--- src/sv/vbc_pkg.sv ---
// ----------------------------------------------------------------------------
// vbc_pkg
// Shared types, constants and byte classification helpers for the byte
// cipher: request kinds, byte classes, queue entry layout and code points.
// ----------------------------------------------------------------------------
`default_nettype none

package vbc_pkg;

    // Key store sizing
    localparam int STORE_SLOTS       = 32;
    localparam int KEY_DEPTH_DEFAULT = 32;
    localparam int KEY_W             = 5;
    localparam int LEN_W             = 6;

    // Decoupling queue between front and back
    localparam int QUEUE_DEPTH = 2;

    // Configuration register indexes
    localparam logic REG_KEY_LEN = 1'b0;
    localparam logic [LEN_W-1:0] KEY_LEN_RESET = 6'd1;

    // Request kinds carried on tuser
    localparam logic REQ_DATA = 1'b0;
    localparam logic REQ_KEY  = 1'b1;

    // Code points of the single-byte Cyrillic page and Latin letters
    localparam logic [7:0] YO_UPPER      = 8'd168;
    localparam logic [7:0] YO_LOWER      = 8'd184;
    localparam logic [7:0] YO_UPPER_FOLD = 8'd197;
    localparam logic [7:0] YO_LOWER_FOLD = 8'd229;
    localparam logic [7:0] CYR_FIRST     = 8'd192;
    localparam logic [7:0] CYR_UPPER_END = 8'd223;
    localparam logic [7:0] LAT_UPPER_LO  = 8'd65;
    localparam logic [7:0] LAT_UPPER_HI  = 8'd90;
    localparam logic [7:0] LAT_LOWER_LO  = 8'd97;
    localparam logic [7:0] LAT_LOWER_HI  = 8'd122;
    localparam logic [8:0] CYR_LOWER_END = 9'd255;
    localparam logic [8:0] CYR_WRAP      = 9'd32;
    localparam logic [8:0] LAT_WRAP      = 9'd26;

    // Class of a plaintext byte after yo folding
    typedef enum logic [2:0] {
        CLS_OTHER,
        CLS_CYR_UPPER,
        CLS_CYR_LOWER,
        CLS_LAT_UPPER,
        CLS_LAT_LOWER
    } byte_class_t;

    // One entry of the queue between front and back
    typedef struct packed {
        logic              is_key;
        byte_class_t       cls;
        logic [7:0]        data;
        logic [KEY_W-1:0]  key_index;
        logic [KEY_W-1:0]  key_value;
    } q_item_t;

    // True for any byte the cipher treats as a letter
    function automatic logic is_letter(input logic [7:0] b);
        logic cyr;
        logic lat;
        cyr = (b >= CYR_FIRST) || (b == YO_UPPER) || (b == YO_LOWER);
        lat = ((b >= LAT_UPPER_LO) && (b <= LAT_UPPER_HI)) ||
              ((b >= LAT_LOWER_LO) && (b <= LAT_LOWER_HI));
        return cyr || lat;
    endfunction

endpackage

`default_nettype wire

--- src/sv/vbc_front.sv ---
// ----------------------------------------------------------------------------
// vbc_front
// Front part: unpacks an incoming request, folds the two yo letters into
// their plain counterparts and tags the byte with its letter class.
// ----------------------------------------------------------------------------
`default_nettype none

module vbc_front (
    input  wire logic                   req_type,
    input  wire logic [7:0]             data_byte,
    input  wire logic [vbc_pkg::KEY_W-1:0] key_index,
    input  wire logic [vbc_pkg::KEY_W-1:0] key_value,
    output vbc_pkg::q_item_t            item
);
    import vbc_pkg::*;

    logic [7:0]  folded;
    byte_class_t cls;

    // Fold yo letters and classify the resulting byte
    always_comb
    begin
        folded = data_byte;
        if (data_byte == YO_UPPER)
        begin
            folded = YO_UPPER_FOLD;
        end
        else if (data_byte == YO_LOWER)
        begin
            folded = YO_LOWER_FOLD;
        end

        if (folded > CYR_UPPER_END)
        begin
            cls = CLS_CYR_LOWER;
        end
        else if (folded >= CYR_FIRST)
        begin
            cls = CLS_CYR_UPPER;
        end
        else if ((folded >= LAT_UPPER_LO) && (folded <= LAT_UPPER_HI))
        begin
            cls = CLS_LAT_UPPER;
        end
        else if ((folded >= LAT_LOWER_LO) && (folded <= LAT_LOWER_HI))
        begin
            cls = CLS_LAT_LOWER;
        end
        else
        begin
            cls = CLS_OTHER;
        end
    end

    // Build the queue entry
    always_comb
    begin
        item.is_key    = (req_type == REQ_KEY);
        item.cls       = cls;
        item.data      = folded;
        item.key_index = key_index;
        item.key_value = key_value;
    end

endmodule

`default_nettype wire

--- src/sv/vbc_queue.sv ---
// ----------------------------------------------------------------------------
// vbc_queue
// Short register queue between front and back. Its ready depends only on
// its own fill level, so the two sides stall independently.
// ----------------------------------------------------------------------------
`default_nettype none

module vbc_queue (
    input  wire logic              clk,
    input  wire logic              rst_n,
    input  wire logic              in_valid,
    output logic                   in_ready,
    input  wire vbc_pkg::q_item_t  in_item,
    output logic                   out_valid,
    input  wire logic              out_pop,
    output vbc_pkg::q_item_t       out_item
);
    import vbc_pkg::*;

    localparam int PTR_W = (QUEUE_DEPTH > 1) ? $clog2(QUEUE_DEPTH) : 1;
    localparam int CNT_W = $clog2(QUEUE_DEPTH + 1);

    q_item_t            slot_reg [QUEUE_DEPTH];
    logic [PTR_W-1:0]   wr_ptr_reg;
    logic [PTR_W-1:0]   wr_ptr_next;
    logic [PTR_W-1:0]   rd_ptr_reg;
    logic [PTR_W-1:0]   rd_ptr_next;
    logic [CNT_W-1:0]   count_reg;
    logic [CNT_W-1:0]   count_next;
    logic               push;
    logic               pop;

    assign in_ready  = (count_reg != CNT_W'(QUEUE_DEPTH));
    assign out_valid = (count_reg != '0);
    assign out_item  = slot_reg[rd_ptr_reg];
    assign push      = in_valid && in_ready;
    assign pop       = out_pop && out_valid;

    // Pointer and fill level update
    always_comb
    begin
        wr_ptr_next = wr_ptr_reg;
        rd_ptr_next = rd_ptr_reg;
        count_next  = count_reg;
        if (push)
        begin
            wr_ptr_next = (wr_ptr_reg == PTR_W'(QUEUE_DEPTH - 1)) ? '0 : wr_ptr_reg + 1'b1;
        end
        if (pop)
        begin
            rd_ptr_next = (rd_ptr_reg == PTR_W'(QUEUE_DEPTH - 1)) ? '0 : rd_ptr_reg + 1'b1;
        end
        if (push && !pop)
        begin
            count_next = count_reg + 1'b1;
        end
        else if (pop && !push)
        begin
            count_next = count_reg - 1'b1;
        end
    end

    always_ff @(posedge clk or negedge rst_n)
    begin
        if (!rst_n)
        begin
            wr_ptr_reg <= '0;
            rd_ptr_reg <= '0;
            count_reg  <= '0;
        end
        else
        begin
            wr_ptr_reg <= wr_ptr_next;
            rd_ptr_reg <= rd_ptr_next;
            count_reg  <= count_next;
        end
    end

    // Entry storage, payload only
    always_ff @(posedge clk)
    begin
        if (push)
        begin
            slot_reg[wr_ptr_reg] <= in_item;
        end
    end

endmodule

`default_nettype wire

--- src/sv/vbc_back.sv ---
// ----------------------------------------------------------------------------
// vbc_back
// Back part: holds the key store and key position, writes key entries,
// shifts classified bytes and drives the output register.
// ----------------------------------------------------------------------------
`default_nettype none

module vbc_back #(
    parameter int KEY_DEPTH = vbc_pkg::KEY_DEPTH_DEFAULT
) (
    input  wire logic                      clk,
    input  wire logic                      rst_n,
    input  wire logic [vbc_pkg::LEN_W-1:0] key_len,
    input  wire logic                      item_valid,
    output logic                           item_pop,
    input  wire vbc_pkg::q_item_t          item,
    output logic                           out_valid,
    input  wire logic                      out_ready,
    output logic [7:0]                     out_byte
);
    import vbc_pkg::*;

    // Entries actually present in the store
    localparam int SLOTS  = (KEY_DEPTH < STORE_SLOTS) ? KEY_DEPTH : STORE_SLOTS;
    localparam int IDX_W  = (SLOTS > 1) ? $clog2(SLOTS) : 1;

    logic [KEY_W-1:0] key_store_reg [SLOTS];
    logic [KEY_W-1:0] key_pos_reg;
    logic [KEY_W-1:0] key_pos_next;
    logic             out_valid_reg;
    logic             out_valid_next;
    logic [7:0]       out_byte_reg;
    logic [7:0]       out_byte_next;

    logic [LEN_W-1:0] len_eff;
    logic [LEN_W-1:0] last_pos;
    logic [KEY_W-1:0] shift;
    logic [8:0]       sum;
    logic [7:0]       cipher;
    logic             key_wr;
    logic             data_go;

    assign out_valid = out_valid_reg;
    assign out_byte  = out_byte_reg;

    // A key write always proceeds; a data byte needs room in the output register
    assign item_pop = item_valid && (item.is_key || !out_valid_reg || out_ready);
    assign key_wr   = item_pop && item.is_key;
    assign data_go  = item_pop && !item.is_key;

    // Length in use, clamped to one and to the store size
    always_comb
    begin
        if (key_len == '0)
        begin
            len_eff = LEN_W'(1);
        end
        else if (key_len > LEN_W'(SLOTS))
        begin
            len_eff = LEN_W'(SLOTS);
        end
        else
        begin
            len_eff = key_len;
        end
        last_pos = len_eff - 1'b1;
    end

    // Key lookup; positions past the store read as zero
    always_comb
    begin
        if ({1'b0, key_pos_reg} < LEN_W'(SLOTS))
        begin
            shift = key_store_reg[key_pos_reg[IDX_W-1:0]];
        end
        else
        begin
            shift = '0;
        end
    end

    // Shift with one wrap inside the letter's range
    always_comb
    begin
        sum = {1'b0, item.data} + 9'(shift);
        case (item.cls)
            CLS_CYR_UPPER: cipher = (sum > {1'b0, CYR_UPPER_END}) ? 8'(sum - CYR_WRAP) : sum[7:0];
            CLS_CYR_LOWER: cipher = (sum > CYR_LOWER_END) ? 8'(sum - CYR_WRAP) : sum[7:0];
            CLS_LAT_UPPER: cipher = (sum > {1'b0, LAT_UPPER_HI}) ? 8'(sum - LAT_WRAP) : sum[7:0];
            CLS_LAT_LOWER: cipher = (sum > {1'b0, LAT_LOWER_HI}) ? 8'(sum - LAT_WRAP) : sum[7:0];
            default:       cipher = item.data;
        endcase
    end

    // Position advance and output register
    always_comb
    begin
        key_pos_next   = key_pos_reg;
        out_valid_next = out_valid_reg && !out_ready;
        out_byte_next  = out_byte_reg;
        if (data_go)
        begin
            out_valid_next = 1'b1;
            out_byte_next  = cipher;
            if (is_letter(cipher) && ({1'b0, key_pos_reg} != last_pos))
            begin
                key_pos_next = key_pos_reg + 1'b1;
            end
            else
            begin
                key_pos_next = '0;
            end
        end
    end

    always_ff @(posedge clk or negedge rst_n)
    begin
        if (!rst_n)
        begin
            key_pos_reg   <= '0;
            out_valid_reg <= 1'b0;
        end
        else
        begin
            key_pos_reg   <= key_pos_next;
            out_valid_reg <= out_valid_next;
        end
    end

    always_ff @(posedge clk)
    begin
        out_byte_reg <= out_byte_next;
    end

    // Key store write; indexes past the store are dropped
    always_ff @(posedge clk)
    begin
        if (key_wr && ({1'b0, item.key_index} < LEN_W'(SLOTS)))
        begin
            key_store_reg[item.key_index[IDX_W-1:0]] <= item.key_value;
        end
    end

endmodule

`default_nettype wire

--- src/sv/vigenere_byte_cipher.sv ---
// ----------------------------------------------------------------------------
// vigenere_byte_cipher
// Byte-stream Vigenere encryptor over a single-byte Cyrillic page and
// Latin letters, with a writable key store and an APB length register.
//
//   Channel   Direction  Contents
//   s_axis    in         tuser: req_type; tdata: data_byte, key_index, key_value
//   m_axis    out        tdata: out_byte (one per data request)
//   apb       in/out     register 0 at address 0: key length in use
//
// One request per cycle is sustained while m_axis does not stall; the key
// position loop in the back part closes combinationally. A data byte passes
// the queue and the output register before it appears on m_axis. The two-entry
// queue keeps s_axis_tready high while the output stalls until the queue is
// full. Reset clears key position, queue and output state and sets the key
// length to 1; the key store holds no defined value until written.
// ----------------------------------------------------------------------------
`default_nettype none

module vigenere_byte_cipher #(
    parameter int KEY_DEPTH = vbc_pkg::KEY_DEPTH_DEFAULT
) (
    input  wire logic        clk,
    input  wire logic        rst_n,
    // Input stream
    input  wire logic        s_axis_tvalid,
    output logic             s_axis_tready,
    input  wire logic [23:0] s_axis_tdata,  // [7:0] data_byte, [12:8] key_index,
                                            // [17:13] key_value, [23:18] zero
    input  wire logic        s_axis_tuser,  // [0] req_type
    // Output stream
    output logic             m_axis_tvalid,
    input  wire logic        m_axis_tready,
    output logic [7:0]       m_axis_tdata,  // [7:0] out_byte
    // Configuration port
    input  wire logic        psel,
    input  wire logic        penable,
    input  wire logic        pwrite,
    input  wire logic [2:0]  paddr,
    input  wire logic [31:0] pwdata,
    output logic [31:0]      prdata,
    output logic             pready
);
    import vbc_pkg::*;

    logic [LEN_W-1:0] key_len_reg;
    logic [LEN_W-1:0] key_len_next;
    q_item_t          front_item;
    q_item_t          head_item;
    logic             head_valid;
    logic             head_pop;
    logic             reg_sel;

    // Configuration register
    assign pready  = 1'b1;
    assign reg_sel = (paddr[2] == REG_KEY_LEN);
    assign prdata  = reg_sel ? 32'(key_len_reg) : '0;

    always_comb
    begin
        key_len_next = key_len_reg;
        if (psel && penable && pwrite && pready && reg_sel)
        begin
            key_len_next = pwdata[LEN_W-1:0];
        end
    end

    always_ff @(posedge clk or negedge rst_n)
    begin
        if (!rst_n)
        begin
            key_len_reg <= KEY_LEN_RESET;
        end
        else
        begin
            key_len_reg <= key_len_next;
        end
    end

    // Front part: classification
    vbc_front u_front (
        .req_type  (s_axis_tuser),
        .data_byte (s_axis_tdata[7:0]),
        .key_index (s_axis_tdata[12:8]),
        .key_value (s_axis_tdata[17:13]),
        .item      (front_item)
    );

    // Queue between front and back
    vbc_queue u_queue (
        .clk       (clk),
        .rst_n     (rst_n),
        .in_valid  (s_axis_tvalid),
        .in_ready  (s_axis_tready),
        .in_item   (front_item),
        .out_valid (head_valid),
        .out_pop   (head_pop),
        .out_item  (head_item)
    );

    // Back part: key store, shift and output register
    vbc_back #(
        .KEY_DEPTH (KEY_DEPTH)
    ) u_back (
        .clk        (clk),
        .rst_n      (rst_n),
        .key_len    (key_len_reg),
        .item_valid (head_valid),
        .item_pop   (head_pop),
        .item       (head_item),
        .out_valid  (m_axis_tvalid),
        .out_ready  (m_axis_tready),
        .out_byte   (m_axis_tdata)
    );

endmodule

`default_nettype wire
--- config.mk ---
export PLATFORM = sky130hd
export DESIGN_NAME = vigenere_byte_cipher
export DESIGN_NICKNAME = d
export VERILOG_FILES = /design/src/sv/vbc_pkg.sv /design/src/sv/vbc_front.sv /design/src/sv/vbc_queue.sv /design/src/sv/vbc_back.sv /design/src/sv/vigenere_byte_cipher.sv
export SDC_FILE = /design/constraint.sdc
export NUM_CORES = 1
export LEC_CHECK = 0
export BUFFER_PORTS_ARGS = -buffer_cell sky130_fd_sc_hd__buf_2
export CAP_MARGIN = 20
export CORE_MARGIN = 10
export CORE_UTILIZATION = 37
export DETAILED_ROUTE_END_ITERATION = 16
export HOLD_SLACK_MARGIN = 0.1
export PLACE_DENSITY = 0.63
export SYNTH_ARGS = -nofsm -noshare
export SYNTH_HDL_FRONTEND = slang
export SYNTH_HIERARCHICAL = 1
export SYNTH_SLANG_ARGS = --single-unit
--- constraint.sdc ---
create_clock -name clk -period 5.9 [get_ports clk]
set_clock_uncertainty 0.05 [all_clocks]
set_input_delay 0.295 -clock clk [delete_from_list [all_inputs] [get_ports clk]]
set_output_delay 0.295 -clock clk [all_outputs]
set_load 0.05 [all_outputs]
Yosys cells after proc, flatten, opt, wreduce, memory -nomap -nowiden
Memories as Yosys holds them, arrays and structs flattened.
Cells that the tools add are included.
- order comparisons: 16
- equality and inequality tests: 10
- bitwise gates (word level): 1
- muxes and demuxes: 24
- reduce and logical (&&, ||, !) cells: 30
- $add $sub $neg: 9
- operators by type and width (kind ; number):
    8-bit two-way mux ; 6
    8-bit == test (second input constant) ; 4
    8-bit by 7-bit greater-or-equal comparator with 1-bit output (second input constant) ; 4
    8-bit by 7-bit less-or-equal comparator with 1-bit output (second input constant) ; 4
    8-bit case mux with 4 select lines ; 1
    9-bit by 7-bit > comparator with 1-bit output (second input constant) ; 2
    9-bit by 8-bit > comparator with 1-bit output (second input constant) ; 2
    6-bit two-way mux ; 3
    8-bit greater-or-equal comparator (second input constant) ; 2
    1-bit logical AND ; 16
    3-bit two-way mux ; 4
    8-bit by 5-bit adder with 9-bit output ; 1
    8-bit > comparator (second input constant) ; 1
    8-bit by 5-bit subtractor with 8-bit output (second input constant) ; 1
    8-bit by 6-bit subtractor with 8-bit output (second input constant) ; 1
    1-bit two-way mux ; 7
    3-bit by 2-bit == test with 1-bit output (second input constant) ; 2
    6-bit > comparator (second input constant) ; 1
    6-bit zero test ; 1
    1-bit logical OR ; 6
    5-bit by 6-bit != test with 1-bit output ; 1
    6-bit by 1-bit subtractor with 6-bit output (second input constant) ; 1
    5-bit by 1-bit adder with 5-bit output (second input constant) ; 1
    1-bit zero test ; 5
    10 further kinds ; 13
- register bits: 24
- logic and storage cells: 99
- memory bits (writable): 204
- bits of input ports: 67
- output and inout port bits: 43
- memories: 2
- memory list (memory ; words ; width ; read ports ; clocked after memory_dff ; write ports ; line ; text):
    u_back.key_store_reg ; 32 ; 5 ; 1 ; 0 ; 1 ; vbc_back.sv:27 ; logic [KEY_W-1:0] key_store_reg [SLOTS];
    u_queue.slot_reg ; 2 ; 22 ; 1 ; 0 ; 1 ; vbc_queue.sv:23 ; q_item_t slot_reg [QUEUE_DEPTH];

Depth between registers and ports, before layout
An unclocked memory read counts as a cell.
- depth in word-level cells: 11
- depth in mapped cells: 19
- gate-level depth less buffers: 17

Hierarchy
The synthesis kept the hierarchy.
- by module, submodules not included (module ; seq. area each (µm²) ; area an instance (µm²) ; cells an instance ; times used):
    vbc_back ; 5195.0 ; 8368.0 ; 533 ; 1
    vbc_queue ; 1421.4 ; 1788.0 ; 86 ; 1
    vigenere_byte_cipher ; 151.4 ; 505.5 ; 48 ; 1
    vbc_front ; 0.0 ; 254.0 ; 38 ; 1

Least setup slack after synthesis
OpenSTA, ideal clock, no wires.
- path type: register to register
- start point: register u_back.key_pos_reg[0]
- end point: register u_back.key_pos_reg[3]
- setup time: 0.126 ns
- data required time: 5.724 ns
- data arrival time: 5.889 ns
- period minus slack after synthesis: 6.065 ns
- setup slack: -0.165 ns
- path buffers: 2
- stages on the path, launching flop included: 19
- path through: dfrtp_1 clkbuf_1 clkbuf_1 mux4_2 mux4_2 mux2_2 ha_1 fa_1 inv_1 ha_1 a31oi_1 nand4_2 o21ai_0 a21oi_1 a211o_1 or3_1 o221ai_2 a21boi_2 a221o_1
- word-level cells in the longest chain between the ends: 11
- elaborated cells between the ends (all ways): 30
- classes of those cells: add/sub (4); order compare (9); eq/ne (3); mux (6); reduce/logical (7); memory (1)
- ends and longest elaborated chain (element ; line ; text):
    from (decl) ; vbc_back.sv:28 ; logic [KEY_W-1:0] key_pos_reg;
    from (signal assigned) ; vbc_back.sv:125 ; key_pos_reg <= key_pos_next;
    memory read 32 x 5 bit ; -- ;
    8-bit by 5-bit adder with 9-bit output ; vbc_back.sv:85 ; sum = {1'b0, item.data} + 9'(shift);
    8-bit by 5-bit subtractor with 8-bit output (tied with other cells) ; vbc_back.sv:89, vbc_back.sv:90 ;
    8-bit two-way mux (on tied branches) ; -- ;
    8-bit case mux with 4 select lines ; vbc_back.sv:86 ; case (item.cls)
    8-bit greater-or-equal comparator (tied with other cells) ; vbc_pkg.sv:64 ; cyr = (b >= CYR_FIRST) || (b == YO_UPPER) || (b == YO_LOWER);
    1-bit logical OR (tied with other cells) ; vbc_pkg.sv:64 ;
    1-bit logical OR (on tied branches) ; vbc_pkg.sv:64, vbc_pkg.sv:65 ;
    1-bit logical OR ; vbc_pkg.sv:67 ; return cyr || lat;
    1-bit logical AND ; vbc_back.sv:105 ; if (is_letter(cipher) && ({1'b0, key_pos_reg} != last_pos))
    5-bit two-way mux (*) ; vbc_back.sv:105 ;
Mark *: on every way between the ends. The rest lies on a longest branch, timed or not.
A chain may end at the register's enable or synchronous reset.

Worst setup path in the final report
- start point: register u_back.key_pos_reg[0]
- end point: register u_back.key_pos_reg[2]
Same word-level chain as after synthesis.

==> results.sh <==
export IMPL_status="complete, no violations"
export IMPL_globalRouteTotalUtil_pct=12.3
export IMPL_layout_cell_area_non_filler_um2=12500
export IMPL_core_area_um2=28900
export IMPL_crit_fanout=14
export IMPL_place_gp_congestion=0.914
export IMPL_grt_start_max_net_pins=33
export IMPL_vias_per_cell=5.22
export IMPL_largest_register_ff_count=160
export IMPL_portBuffers=48
export IMPL_start_point_of_the_worst_hold_path="s_axis_tdata[5]"
export IMPL_wire_per_inst_um=19.4
export IMPL_antenna_violating_nets_post_route=0
export IMPL_yosys_area_share_xor_xnor_pct=1.73
export IMPL_drive_above_1_share_pct=30.0
export IMPL_fmaxAchievable_mhz=178
export IMPL_die_y_um=192
export IMPL_critical_path_startpoint_type="flop"
export IMPL_synth_area_mux_share_pct=14.2
export IMPL_holdCritPathClass="in -> reg"
export IMPL_synthArstFlopShare_pct=7.02
export IMPL_post_synth_fa_ha_maj_area_fraction_pct=1.44
export IMPL_route_detailed_drc=0
export IMPL_post_synth_most_frequent_cells="sky130_fd_sc_hd__edfxtp_1, sky130_fd_sc_hd__nor2_1, sky130_fd_sc_hd__mux4_2, sky130_fd_sc_hd__buf_4, sky130_fd_sc_hd__mux2_2"
export IMPL_slew_violations=0
export IMPL_seq_area_um2=6770
export IMPL_pin_count=110
export IMPL_max_slew_margin_pct=43.2
export IMPL_tightest_slew_ns=0.846
export IMPL_fin_nets=859
export IMPL_largest_family_of_logic_cells_by_synthesized_area="multiplexers"
export IMPL_setup_viol=0
export IMPL_drv_cap=0
export IMPL_cp_arrival_ns=5.96
export IMPL_n_fill_cell=2529
export IMPL_detailroute_via_count=6161
export IMPL_cts_tree="built"
export IMPL_yosys_most_used_dff="sky130_fd_sc_hd__edfxtp_1"
export IMPL_worst_skew_pair_late_latency_ns=0.51
export IMPL_worstSetupEndpointType="flop"
export IMPL_clock_root_buffer="sky130_fd_sc_hd__clkbuf_16"
export IMPL_synth_enable_flop_cells=212
export IMPL_grt_pass1_wl_um=35700
export IMPL_finalCritPeriodShare_pct=95.3
export IMPL_leakagePower_nw=4.30
export IMPL_grt_antenna_before_repair=0
export IMPL_peakVddDrop_mv=0.323
export IMPL_netlist_area_leader_share_pct=58.3
export IMPL_cell_pwr_density_nw_per_um2=611
export IMPL_fin_util_pct=43.2
export IMPL_detailed_place_hpwl_um=16000
export IMPL_synth_seq_area_share_pct=62.0
export IMPL_detail_route_iter0_violations=550
export IMPL_cts_made_buffers=24
export IMPL_postSynthRegisterBits=228
export IMPL_htree_levels=1
export IMPL_cts_sinks=228
export IMPL_syn_area_per_cell_um2=15.5
export IMPL_timing_critical_path_slowest_cell_delay_ns=0.54
export IMPL_fin_crit_ns=5.62
export IMPL_number_of_hold_violations_in_the_final_report=0
export IMPL_multi_input_area_um2=3720
export IMPL_grt_pass1_vias=6229
export IMPL_required_ns=6.24
export IMPL_power_mw=7.64
export IMPL_synth_largest_area_cell="sky130_fd_sc_hd__edfxtp_1"
export IMPL_timing_critical_path_max_delay_family="compound AO/OA/AOI/OAI gates"
export IMPL_setup_total_negative_slack_ns=0
export IMPL_synth_warning_count=6
export IMPL_r2r_start="u_back/key_pos_reg[0]$_DFFE_PN0P_"
export IMPL_synth_simple_gate_area_share_pct=8.71
export IMPL_synth_cell_area_um2=10900
export IMPL_dr_pass1_iters=4
export IMPL_series_of_cell_instances_along_the_critical_path="buf_12, buf_4, mux4_2, mux4_2, mux2_2, ha_1, xor2_2, inv_2, ha_1, a31oi_2, nand4_2, o41ai_4, buf_4, mux2i_1, a221o_1, o211a_1, o221ai_2, a21boi_2, a221o_1"
export IMPL_timing_critical_path_slowest_stage_cell="sky130_fd_sc_hd__mux4_2"
export IMPL_critical_path_buf_inv_count=4
export IMPL_fp_dieArea_um2=36800
export IMPL_grt_setup_unrepaired="no"
export IMPL_clock_path_buffers=3
export IMPL_num_rows=62
export IMPL_initial_core_util_pct=37.7
export IMPL_syn_inst=705
export IMPL_synthMostInstantiatedCell="sky130_fd_sc_hd__edfxtp_1"
export IMPL_setup_worst_path_class="reg -> reg"
export IMPL_crit_start="u_back/key_pos_reg[0]$_DFFE_PN0P_"
export IMPL_postRouteWirelength_um=22900
export IMPL_grt_ovfl_total=0
export IMPL_synth_compound_area_share_pct=6.87
export IMPL_antenna_cells_inserted=0
export IMPL_synth_area_leaders="sky130_fd_sc_hd__edfxtp_1, sky130_fd_sc_hd__mux4_2, sky130_fd_sc_hd__mux2_2"
export IMPL_final_hold_worst_slack_ns=0.147
export IMPL_clk_transition_reported_paths_ns=0.06
export IMPL_postPlaceCellArea_um2=11400
export IMPL_floorplan_die_width_um=192
export IMPL_area_delta_synth_final_pct=14.5
export IMPL_synthDistinctLibCells=92
## cell families (layout without fill, tap and decap cells)
| family | count (synthesis) | count (layout) |
|---|---|---|
| adders and majority gates | 12 | 12 |
| xor gates and xnor gates | 19 | 19 |
| other | 2 | 27 |
| buffers and inverters | 83 | 150 |
| muxes | 88 | 88 |
| AOI/OAI and AO/OA | 99 | 99 |
| DFF | 228 | 228 |
| and+or+nand+nor | 174 | 174 |
## layout make-up
| cell class | count | share of cell area [%] |
|---|---|---|
| clock inverter | 15 | 1.06 |
| inverter | 12 | 0.360 |
| multi-input combinational | 419 | 29.8 |
| clock buffer | 28 | 5.10 |
| timing repair buffer | 95 | 5.69 |
| sequential | 228 | 54.2 |
| tap | 384 | 3.84 |
## report_power, final
group / switching [mW] / total (mW) / leakage, nW / internal [mW]
sequential: 0.107 / 2.28 / 2.12 / 2.17
clock: 0.592 / 1.45 / 0.373 / 0.860
combinational: 2.40 / 3.90 / 1.81 / 1.50
## path summary, 6_finish.rpt
kind	slack, ns	endpoint	cells past startpoint
worst max-delay path	0.28	u_back/key_pos_reg[2]$_DFFE_PN0P_	19
worst min-delay path	0.15	u_queue/slot_reg[0][20]$_DFFE_PP_	3
worst max register to register	0.28	u_back/key_pos_reg[2]$_DFFE_PN0P_	19
worst min register to register	0.47	u_queue/count_reg[1]$_DFFE_PN0P_	1
max in group asynchronous	5.27	key_len_reg[0]$_DFFE_PN1P_	2
min in group asynchronous	0.21	key_len_reg[4]$_DFFE_PN0P_	2
## worst min-delay path: stages
cell	delay, ns
sky130_fd_sc_hd__buf_2	0.13
sky130_fd_sc_hd__nand2_1	0.06
sky130_fd_sc_hd__nor3_1	0.05
## layer usage
metal	up-vias	routed length [um]	global-route usage, %	part of all wire [%]
li1	2845	-	-	-
met1	3092	9470	15.5	41
met2	191	11600	21.1	51
met3	33	1350	2.14	5.9
met4	0	456	3.52	2.0
met5	-	0	0	0
## cells in the final DEF, fill, tap and decap left out, types with 4 or more instances in the layout
cell | netlist | routed
sky130_fd_sc_hd__edfxtp_1 | 212 | 212
sky130_fd_sc_hd__nor2_1 | 55 | 54
sky130_fd_sc_hd__mux4_2 | 50 | 50
sky130_fd_sc_hd__buf_2 | 0 | 48
sky130_fd_sc_hd__mux2_2 | 35 | 35
sky130_fd_sc_hd__nand2_1 | 32 | 32
sky130_fd_sc_hd__conb_1 | 2 | 27
sky130_fd_sc_hd__clkbuf_16 | 0 | 25
sky130_fd_sc_hd__dlygate4sd3_1 | 0 | 24
sky130_fd_sc_hd__buf_4 | 40 | 19
sky130_fd_sc_hd__a21oi_1 | 18 | 18
sky130_fd_sc_hd__o21ai_0 | 17 | 16
sky130_fd_sc_hd__nand3_1 | 14 | 14
sky130_fd_sc_hd__dfrtp_1 | 15 | 13
sky130_fd_sc_hd__inv_1 | 11 | 11
sky130_fd_sc_hd__ha_1 | 11 | 11
sky130_fd_sc_hd__xnor2_1 | 10 | 10
sky130_fd_sc_hd__nor3_1 | 9 | 9
sky130_fd_sc_hd__and2b_2 | 8 | 8
sky130_fd_sc_hd__nand2b_1 | 7 | 7
sky130_fd_sc_hd__clkinv_2 | 0 | 6
sky130_fd_sc_hd__a211o_1 | 6 | 6
sky130_fd_sc_hd__xor2_1 | 6 | 6
sky130_fd_sc_hd__nor2b_1 | 6 | 6
sky130_fd_sc_hd__o211ai_1 | 5 | 5
sky130_fd_sc_hd__a221o_1 | 4 | 4
sky130_fd_sc_hd__a31oi_1 | 5 | 4
## stage by stage
step | setup slack, ns | std cells
after floorplan | 0.0738 | 730
after global placement | 0.138 | 1112
after detailed placement | 0.0603 | 1112
after CTS | 0.0556 | 1179
after global routing | 0.00106 | 1181
final | 0.276 | 1181
## what timing repair did
| item | CTS | global route |
|---|---|---|
| resized for setup | 0 | 5 |
| hold buffers | 24 | 0 |
| setup endpoints to repair | 0 | 5 |
| endpoints found under the hold margin | 54 | 0 |
| setup buffers | 0 | 1 |
No activity file was read; power rests on OpenSTA's default activity.
